**src/rtl/crde_pkg.sv**
```systemverilog
`default_nettype none
// ---------------------------------------------------------------------------
// crde_pkg - shared definitions for the command record delta encoder
// Field codes, record geometry, the baseline update bundle and the
// per-field width lookup.
// ---------------------------------------------------------------------------
package crde_pkg;

  localparam int FIELD_COUNT = 14;
  localparam int IDX_W       = 4;
  localparam int VALUE_W     = 32;
  localparam int LEN_W       = 6;
  localparam int CHUNK_W     = VALUE_W + 1;

  // field codes
  localparam logic [IDX_W-1:0] FLD_SEQ     = 4'd0;
  localparam logic [IDX_W-1:0] FLD_TICK    = 4'd1;
  localparam logic [IDX_W-1:0] FLD_IMPULSE = 4'd9;
  localparam logic [IDX_W-1:0] FLD_WEAPON  = 4'd10;
  localparam logic [IDX_W-1:0] FLD_SUBTYPE = 4'd11;
  localparam logic [IDX_W-1:0] FLD_MOUSE_X = 4'd12;
  localparam logic [IDX_W-1:0] FLD_MOUSE_Y = 4'd13;

  localparam logic [LEN_W-1:0] WIDTH_FULL    = 6'd32;
  localparam logic [LEN_W-1:0] WIDTH_IMPULSE = 6'd8;
  localparam logic [LEN_W-1:0] WIDTH_MOUSE   = 6'd16;
  localparam logic [LEN_W-1:0] LEN_FLAG_ONLY = 6'd1;

  // write into the stored previous record
  typedef struct packed {
    logic                   we;
    logic [IDX_W-1:0]       idx;
    logic [VALUE_W-1:0]     value;
    logic                   weapon_we;
    logic                   weapon_changed;
  } crde_update_t;

  function automatic logic [LEN_W-1:0] field_width(
    input logic [IDX_W-1:0] idx,
    input logic [LEN_W-1:0] weapon_w,
    input logic [LEN_W-1:0] subtype_w
  );
    logic [LEN_W-1:0] w;
    case (idx)
      FLD_IMPULSE: w = WIDTH_IMPULSE;
      FLD_WEAPON:  w = weapon_w;
      FLD_SUBTYPE: w = subtype_w;
      FLD_MOUSE_X: w = WIDTH_MOUSE;
      FLD_MOUSE_Y: w = WIDTH_MOUSE;
      default:     w = WIDTH_FULL;
    endcase
    return w;
  endfunction

endpackage
`default_nettype wire

```
**src/rtl/command_record_delta_encoder.sv**
```systemverilog
`default_nettype none
// ---------------------------------------------------------------------------
// command_record_delta_encoder - field-wise delta encoder
// Streams record fields in, streams flag/value bit chunks out.
// ---------------------------------------------------------------------------
// One field enters per transaction (s_tuser picks the field, s_tdata holds
// its raw bits, s_tlast marks the last field of a record). Each field is
// cut to its width and compared against the same field of the previous
// record; the chunk is a single 0 bit if unchanged, else a 1 followed by the
// value LSB first (seq and tick count as unchanged when they advance by
// one). A subtype field gives no chunk unless the weapon field changed;
// codes above 13 are dropped. Throughput is one field per clock unless a
// chunk stalls on m_tready: the input register, one compare against the
// stored field and the output register form a two-stage pipeline; m_tvalid
// comes from the output register. While a chunk waits on m_tready the input
// register can still take one more field; after that s_tready drops until
// the chunk leaves. The stored record resets to zero.
// ---------------------------------------------------------------------------
module command_record_delta_encoder
  import crde_pkg::*;
#(
  parameter int ENTITY_INDEX_BITS = 11,
  parameter int SUBTYPE_BITS      = 6
) (
  input  wire logic        clk,
  input  wire logic        rst,
  input  wire logic        s_tvalid,
  output logic             s_tready,
  input  wire logic [31:0] s_tdata,   // [31:0] field_value
  input  wire logic [3:0]  s_tuser,   // [3:0] field_index
  input  wire logic        s_tlast,   // record_end
  output logic             m_tvalid,
  input  wire logic        m_tready,
  output logic      [39:0] m_tdata,   // [32:0] chunk_bits, [38:33] chunk_length, [39] zero
  output logic             m_tlast    // chunk_last
);

  // field widths clamped to 1..32
  localparam int WEAPON_W  = (ENTITY_INDEX_BITS < 1) ? 1 :
                             (ENTITY_INDEX_BITS > 32) ? 32 : ENTITY_INDEX_BITS;
  localparam int SUBTYPE_W = (SUBTYPE_BITS < 1) ? 1 :
                             (SUBTYPE_BITS > 32) ? 32 : SUBTYPE_BITS;

  // input stage
  logic               in_valid;
  logic [IDX_W-1:0]   in_idx;
  logic [VALUE_W-1:0] in_value;
  logic               in_last;

  // encode results
  logic               advance;
  logic               emit;
  logic [CHUNK_W-1:0] enc_bits;
  logic [LEN_W-1:0]   enc_length;
  logic [VALUE_W-1:0] prev_value;
  logic               weapon_changed;
  crde_update_t       upd;

  // output stage
  logic [CHUNK_W-1:0] out_bits;
  logic [LEN_W-1:0]   out_length;

  // the held field moves on once the output register can take its chunk
  assign advance  = in_valid && (!m_tvalid || m_tready);
  assign s_tready = !in_valid || advance;

  always_ff @(posedge clk) begin
    if (rst) begin
      in_valid <= 1'b0;
    end else if (s_tready) begin
      in_valid <= s_tvalid;
    end
  end

  always_ff @(posedge clk) begin
    if (s_tvalid && s_tready) begin
      in_idx   <= s_tuser;
      in_value <= s_tdata;
      in_last  <= s_tlast;
    end
  end

  crde_baseline u_baseline (
    .clk            (clk),
    .rst            (rst),
    .rd_idx         (in_idx),
    .rd_value       (prev_value),
    .weapon_changed (weapon_changed),
    .upd            (upd)
  );

  crde_encode #(
    .WEAPON_W  (WEAPON_W),
    .SUBTYPE_W (SUBTYPE_W)
  ) u_encode (
    .fire           (advance),
    .idx            (in_idx),
    .raw            (in_value),
    .prev           (prev_value),
    .weapon_changed (weapon_changed),
    .emit           (emit),
    .chunk_bits     (enc_bits),
    .chunk_length   (enc_length),
    .upd            (upd)
  );

  // output register; fields that give no chunk only touch the baseline
  always_ff @(posedge clk) begin
    if (rst) begin
      m_tvalid <= 1'b0;
    end else if (advance) begin
      m_tvalid <= emit;
    end else if (m_tready) begin
      m_tvalid <= 1'b0;
    end
  end

  always_ff @(posedge clk) begin
    if (advance && emit) begin
      out_bits   <= enc_bits;
      out_length <= enc_length;
      m_tlast    <= in_last;
    end
  end

  assign m_tdata = {1'b0, out_length, out_bits};

endmodule
`default_nettype wire

```
**src/rtl/crde_baseline.sv**
```systemverilog
`default_nettype none
// ---------------------------------------------------------------------------
// crde_baseline - previous record store
// Holds the last value of each field and the weapon-changed flag.
// ---------------------------------------------------------------------------
module crde_baseline
  import crde_pkg::*;
(
  input  wire logic               clk,
  input  wire logic               rst,
  input  wire logic [IDX_W-1:0]   rd_idx,
  output logic      [VALUE_W-1:0] rd_value,
  output logic                    weapon_changed,
  input  wire crde_update_t       upd
);

  logic [VALUE_W-1:0] prev [FIELD_COUNT];

  always_ff @(posedge clk) begin
    if (rst) begin
      for (int i = 0; i < FIELD_COUNT; i++) begin
        prev[i] <= '0;
      end
      weapon_changed <= 1'b0;
    end else begin
      if (upd.we && (upd.idx < IDX_W'(FIELD_COUNT))) begin
        prev[upd.idx] <= upd.value;
      end
      if (upd.weapon_we) begin
        weapon_changed <= upd.weapon_changed;
      end
    end
  end

  // out-of-range codes read as zero; the encoder drops them anyway
  assign rd_value = (rd_idx < IDX_W'(FIELD_COUNT)) ? prev[rd_idx] : '0;

endmodule
`default_nettype wire

```
**src/rtl/crde_encode.sv**
```systemverilog
`default_nettype none
// ---------------------------------------------------------------------------
// crde_encode - field compare and chunk pack
// Masks the field to its width, compares it with the baseline and builds
// the flag/value chunk plus the baseline update.
// ---------------------------------------------------------------------------
module crde_encode
  import crde_pkg::*;
#(
  parameter int WEAPON_W  = 11,
  parameter int SUBTYPE_W = 6
) (
  input  wire logic               fire,
  input  wire logic [IDX_W-1:0]   idx,
  input  wire logic [VALUE_W-1:0] raw,
  input  wire logic [VALUE_W-1:0] prev,
  input  wire logic               weapon_changed,
  output logic                    emit,
  output logic      [CHUNK_W-1:0] chunk_bits,
  output logic      [LEN_W-1:0]   chunk_length,
  output crde_update_t            upd
);

  logic [LEN_W-1:0]   w;
  logic [CHUNK_W-1:0] ones;
  logic [VALUE_W-1:0] val;
  logic               valid_idx;
  logic               changed;

  always_comb begin
    w         = field_width(idx, LEN_W'(WEAPON_W), LEN_W'(SUBTYPE_W));
    ones      = (CHUNK_W'(1) << w) - CHUNK_W'(1);
    val       = raw & ones[VALUE_W-1:0];
    valid_idx = idx < IDX_W'(FIELD_COUNT);

    // seq and tick are expected to advance by one
    if (idx == FLD_SEQ || idx == FLD_TICK) begin
      changed = val != (prev + VALUE_W'(1));
    end else begin
      changed = val != prev;
    end

    // subtype is only sent alongside a weapon switch
    emit = valid_idx && !(idx == FLD_SUBTYPE && !weapon_changed);

    if (changed) begin
      chunk_bits   = {val, 1'b1};
      chunk_length = LEN_FLAG_ONLY + w;
    end else begin
      chunk_bits   = '0;
      chunk_length = LEN_FLAG_ONLY;
    end

    upd.we             = fire && valid_idx;
    upd.idx            = idx;
    upd.value          = val;
    upd.weapon_we      = fire && (idx == FLD_WEAPON);
    upd.weapon_changed = changed;
  end

endmodule
`default_nettype wire

```
**config.mk**
```make
export PLATFORM = sky130hd
export DESIGN_NAME = command_record_delta_encoder
export DESIGN_NICKNAME = d
export VERILOG_FILES = /design/src/rtl/crde_pkg.sv /design/src/rtl/command_record_delta_encoder.sv /design/src/rtl/crde_baseline.sv /design/src/rtl/crde_encode.sv
export SDC_FILE = /design/constraint.sdc
export NUM_CORES = 1
export LEC_CHECK = 0
export ABC_AREA = 1
export BUFFER_PORTS_ARGS = -buffer_cell sky130_fd_sc_hd__buf_2
export CAP_MARGIN = 20
export CELL_PAD_IN_SITES_DETAIL_PLACEMENT = 1
export CELL_PAD_IN_SITES_GLOBAL_PLACEMENT = 2
export CORE_MARGIN = 2
export CORE_UTILIZATION = 33
export DETAILED_ROUTE_END_ITERATION = 10
export PLACE_DENSITY_LB_ADDON = 0.05
export REMOVE_ABC_BUFFERS = 1
export SYNTH_ARGS = -nofsm -noshare
export SYNTH_HDL_FRONTEND = slang
export SYNTH_SLANG_ARGS = --single-unit
```
**constraint.sdc**
```tcl
create_clock -name clk -period 3.35 [get_ports clk]
set_input_delay 0.1675 -clock clk [delete_from_list [all_inputs] [get_ports clk]]
set_output_delay 0.1675 -clock clk [all_outputs]
set_load 0.01 [all_outputs]
```
==> impl_metrics.tcl <==
set metrics [dict create \
    clk_latency_ns 0.64 \
    fin_skew_ns 0.0289 \
    area_delta_synth_final_pct 33.5 \
    die_h_um 298 \
    fmax_mhz 270 \
    drtPass1Iterations 5 \
    placed_cell_area_um2 33100 \
    tightest_slew_ns 0.949 \
    top_level_ports 84 \
    hold_class "primary input to register" \
    period_needed_ns 3.70 \
    drc_errors 0 \
    yosysWarningCount 0 \
    finalCritPeriodShare_pct 111 \
    rsz0062_at_grt "true" \
    drive_above_1_share_pct 24.6 \
    violations "negative setup slack" \
    setup_tns_ns -12.12 \
    dp_hpwl_mm 75.9 \
    hold_slack_ns 0.252 \
    yosys.area.top_type "edfxtp_1" \
    p_leak_nw 16.0 \
    cts_sinks 596 \
    portBuffers 82 \
    clkTransAtPathRegs_ns 0.06 \
    critPathKind "register to register" \
    slew_viol_final 0 \
    routedWlPerCell_um 24.4 \
    status "finished, violations left" \
    grt_pass1_wl_mm 170 \
    p_sw_share_pct 28.1 \
    antenna_found_initial 3 \
    yosysSeqAreaShare_pct 62.6 \
    h-tree-depth 3 \
    nNetsFinal 3678 \
    design_area_um2 38000 \
    core_um2 85300 \
    power_density_nw_per_um2 520 \
    grt-ovfl-total 0 \
    start_kind "register" \
    worstPathMaxFanout 14 \
    syn_avg_cell_area_um2 9.20 \
    report.final.setup_viol 40 \
    die_area_um2 88600 \
    netlist_instances 3094 \
    maxCapViolCount 0 \
    critPathArrivalTime_ns 4.10 \
    vias 23862 \
    worstPathRequired_ns 3.75 \
    fp-row-count 107 \
    intPower_mw 14.2 \
    synth-seq-cells 596 \
    grt_pass1_vias 25209 \
    final_core_util_pct 44.5 \
    finalHoldViolations 0 \
    cts_buffer_depth 3 \
    drt_wl_total_mm 118 \
    total_power_mw 19.8 \
    die_w_um 298 \
    cts_tree "yes" \
    cp-end-kind "register" \
    n_antenna_cell 0 \
    power_frac_comb_pct 16.9 \
    seqPwrFrac_pct 43.7 \
    ir_worst_vdd_v 0.000370 \
    fin_ws_ns -0.354 \
    netlist.area_leader.share_pct 62.2 \
    fillers 9751 \
    synth.distinct_cells 33 \
    grt_usage_pct 26.5 \
    gp_congestion 0.893 \
    syn-cell-area_um2 28500 \
    grt_max_degree 45 \
    max-slew-margin-rel_pct 36.6 \
    ant_nets 0 \
    p_switching_mw 5.55 \
    ctsRootBufferMaster "clkbuf_16" \
    p_clk_share_pct 39.4 \
    drtIter0Drc 1687 \
    numCtsBuffers 73 \
    initial_core_util_pct 33.4 \
    yosys-top-cells-area "edfxtp_1, nand2_1, nor2_1, nand3_1, inv_1" \
    viasPerCell 4.94 \
]
## through the flow
stage          setup WS (ns)  instances
3_5_place_dp          -0.881       4588
3_3_place_gp          -0.785       4587
2_1_floorplan          -6.69       3011
6_report              -0.354       4833
4_1_cts               -0.266       4822
5_1_grt               -0.513       4833
## repair_timing
| action | 4_1_cts | 5_1_grt |
|---|---|---|
| buffers inserted | 44 | 10 |
| pin swaps | 64 | 45 |
| resized for setup | 273 | 91 |
| endpoints found under the hold margin | 43 | 0 |
| gates cloned | 15 | 2 |
| hold buffers | 42 | 0 |
| setup endpoints to repair | 40 | 40 |
## power by group through the flow
stage / combinational, mW / clock (mW) / sequential, mW
6_report: 3.34 / 7.80 / 8.63
5_1_grt: 3.61 / 8.26 / 8.65
4_1_cts: 3.25 / 7.99 / 8.63
3_5_place_dp: 2.82 / 0 / 8.79
3_3_place_gp: 2.79 / 0 / 8.77
2_1_floorplan: 1.25 / 0 / 8.84
## routing by layer
layer	GRT usage (%)	up-vias	routed length, um
li1	-	11021	-
met1	33.3	12036	50100
met2	45.2	558	57600
met3	3.92	243	5080
met4	12.0	4	5390
met5	0	-	25
## worst max-delay path: stages (launching register included)
cell and delay, ns:
dfxtp_4 0.36, buf_12 0.18, buf_16 0.20, buf_16 0.16, nor2_1 0.05, nor2_1 0.07
o21ai_1 0.08, nand3_1 0.11, nand3_1 0.15, nand2_2 0.15, nand2_2 0.14, nor2_4 0.16
buf_4 0.15, nand3_1 0.11, nor2_2 0.14, nand3_2 0.08, nand2_2 0.11, nand2_2 0.08
nor2_4 0.14, nand2_4 0.07, nor2_4 0.12, nand3_4 0.13, buf_12 0.15, buf_12 0.14
nand2_1 0.09, inv_1 0.04
## worst paths after layout
path                from      endpoint  slack, ns  cells after the start
max             register   out_bits[3]      -0.35                     25
min          s_tdata[17]  in_value[17]       0.25                      2
max reg2reg     register   out_bits[3]      -0.35                     25
min reg2reg      in_last       m_tlast       0.43                      0
## layout make-up
type / count / area [um2] / area share, %
Sequential cell: 596 / 17800 / 47.0
Tap cell: 1144 / 1430 / 3.77
Inverter: 305 / 1180 / 3.10
Clock buffer: 92 / 1900 / 5.00
Timing Repair inverter: 2 / 17.5 / 0.0461
Multi-Input combinational cell: 2111 / 10100 / 26.7
Timing Repair Buffer: 542 / 5060 / 13.3
Clock inverter: 41 / 420 / 1.11
## layout by cell type, fill, tap and decap left out, types with 4 or more instances in the layout
master	instances
a21oi_1	6
buf_12	45
buf_16	16
buf_2	82
buf_4	334
buf_6	14
bufbuf_16	4
bufinv_16	5
clkbuf_1	19
clkbuf_16	75
clkinv_1	16
clkinv_2	11
clkinvlp_4	4
conb_1	108
dlygate4sd3_1	42
edfxtp_1	589
inv_1	256
inv_2	40
inv_6	6
nand2_1	669
nand2_2	89
nand2_4	37
nand3_1	272
nand3_2	29
nand3_4	15
nand4_1	13
nor2_1	622
nor2_2	26
nor2_4	37
o211ai_1	34
o21ai_0	91
o21ai_1	19
xnor2_1	6
xor2_1	6
xor2_2	5
## flip-flops by register name, summed over array words and instances, names as in the netlist, named ones only
name,flops
u_baseline.prev,512
out_bits,33
in_value,32
out_length,6
in_idx,4
in_last,1
in_valid,1
m_tlast,1
m_tvalid,1
u_baseline.weapon_changed,1
## synth_stat cells
| library cell | number |
|---|---|
| nand3b_1 | 3 |
| conb_1 | 2 |
| buf_1 | 18 |
| nand2_1 | 794 |
| o21ai_1 | 18 |
| xor2_1 | 11 |
| nor2_1 | 659 |
| a21oi_1 | 10 |
| clkbuf_1 | 80 |
| nor3_2 | 1 |
| edfxtp_1 | 589 |
| nor2_4 | 2 |
| or2_2 | 2 |
| nand2_2 | 1 |
| inv_1 | 278 |
| ha_1 | 6 |
| inv_4 | 2 |
| nor2_2 | 23 |
| o211ai_1 | 34 |
| buf_4 | 31 |
| buf_6 | 10 |
| inv_2 | 22 |
| clkinv_1 | 3 |
| buf_2 | 50 |
| dfxtp_1 | 7 |
| nand4_1 | 13 |
| nand3_1 | 311 |
| nor3_1 | 3 |
| o21ai_0 | 96 |
| nand3_2 | 5 |
| o221ai_1 | 1 |
| xnor2_1 | 8 |
| o21bai_1 | 1 |
## kinds of logic after synthesis
family	count (synthesis)	synth area share, %
buffers and inverters	494	7.43
other	2	0.0264
AOI/OAI and AO/OA	160	3.14
DFF	596	62.6
adders and majority gates	6	0.264
xor gates and xnor gates	19	0.585
and+or+nand+nor	1817	25.9
Note: power is estimated with default switching activity, not from simulation.
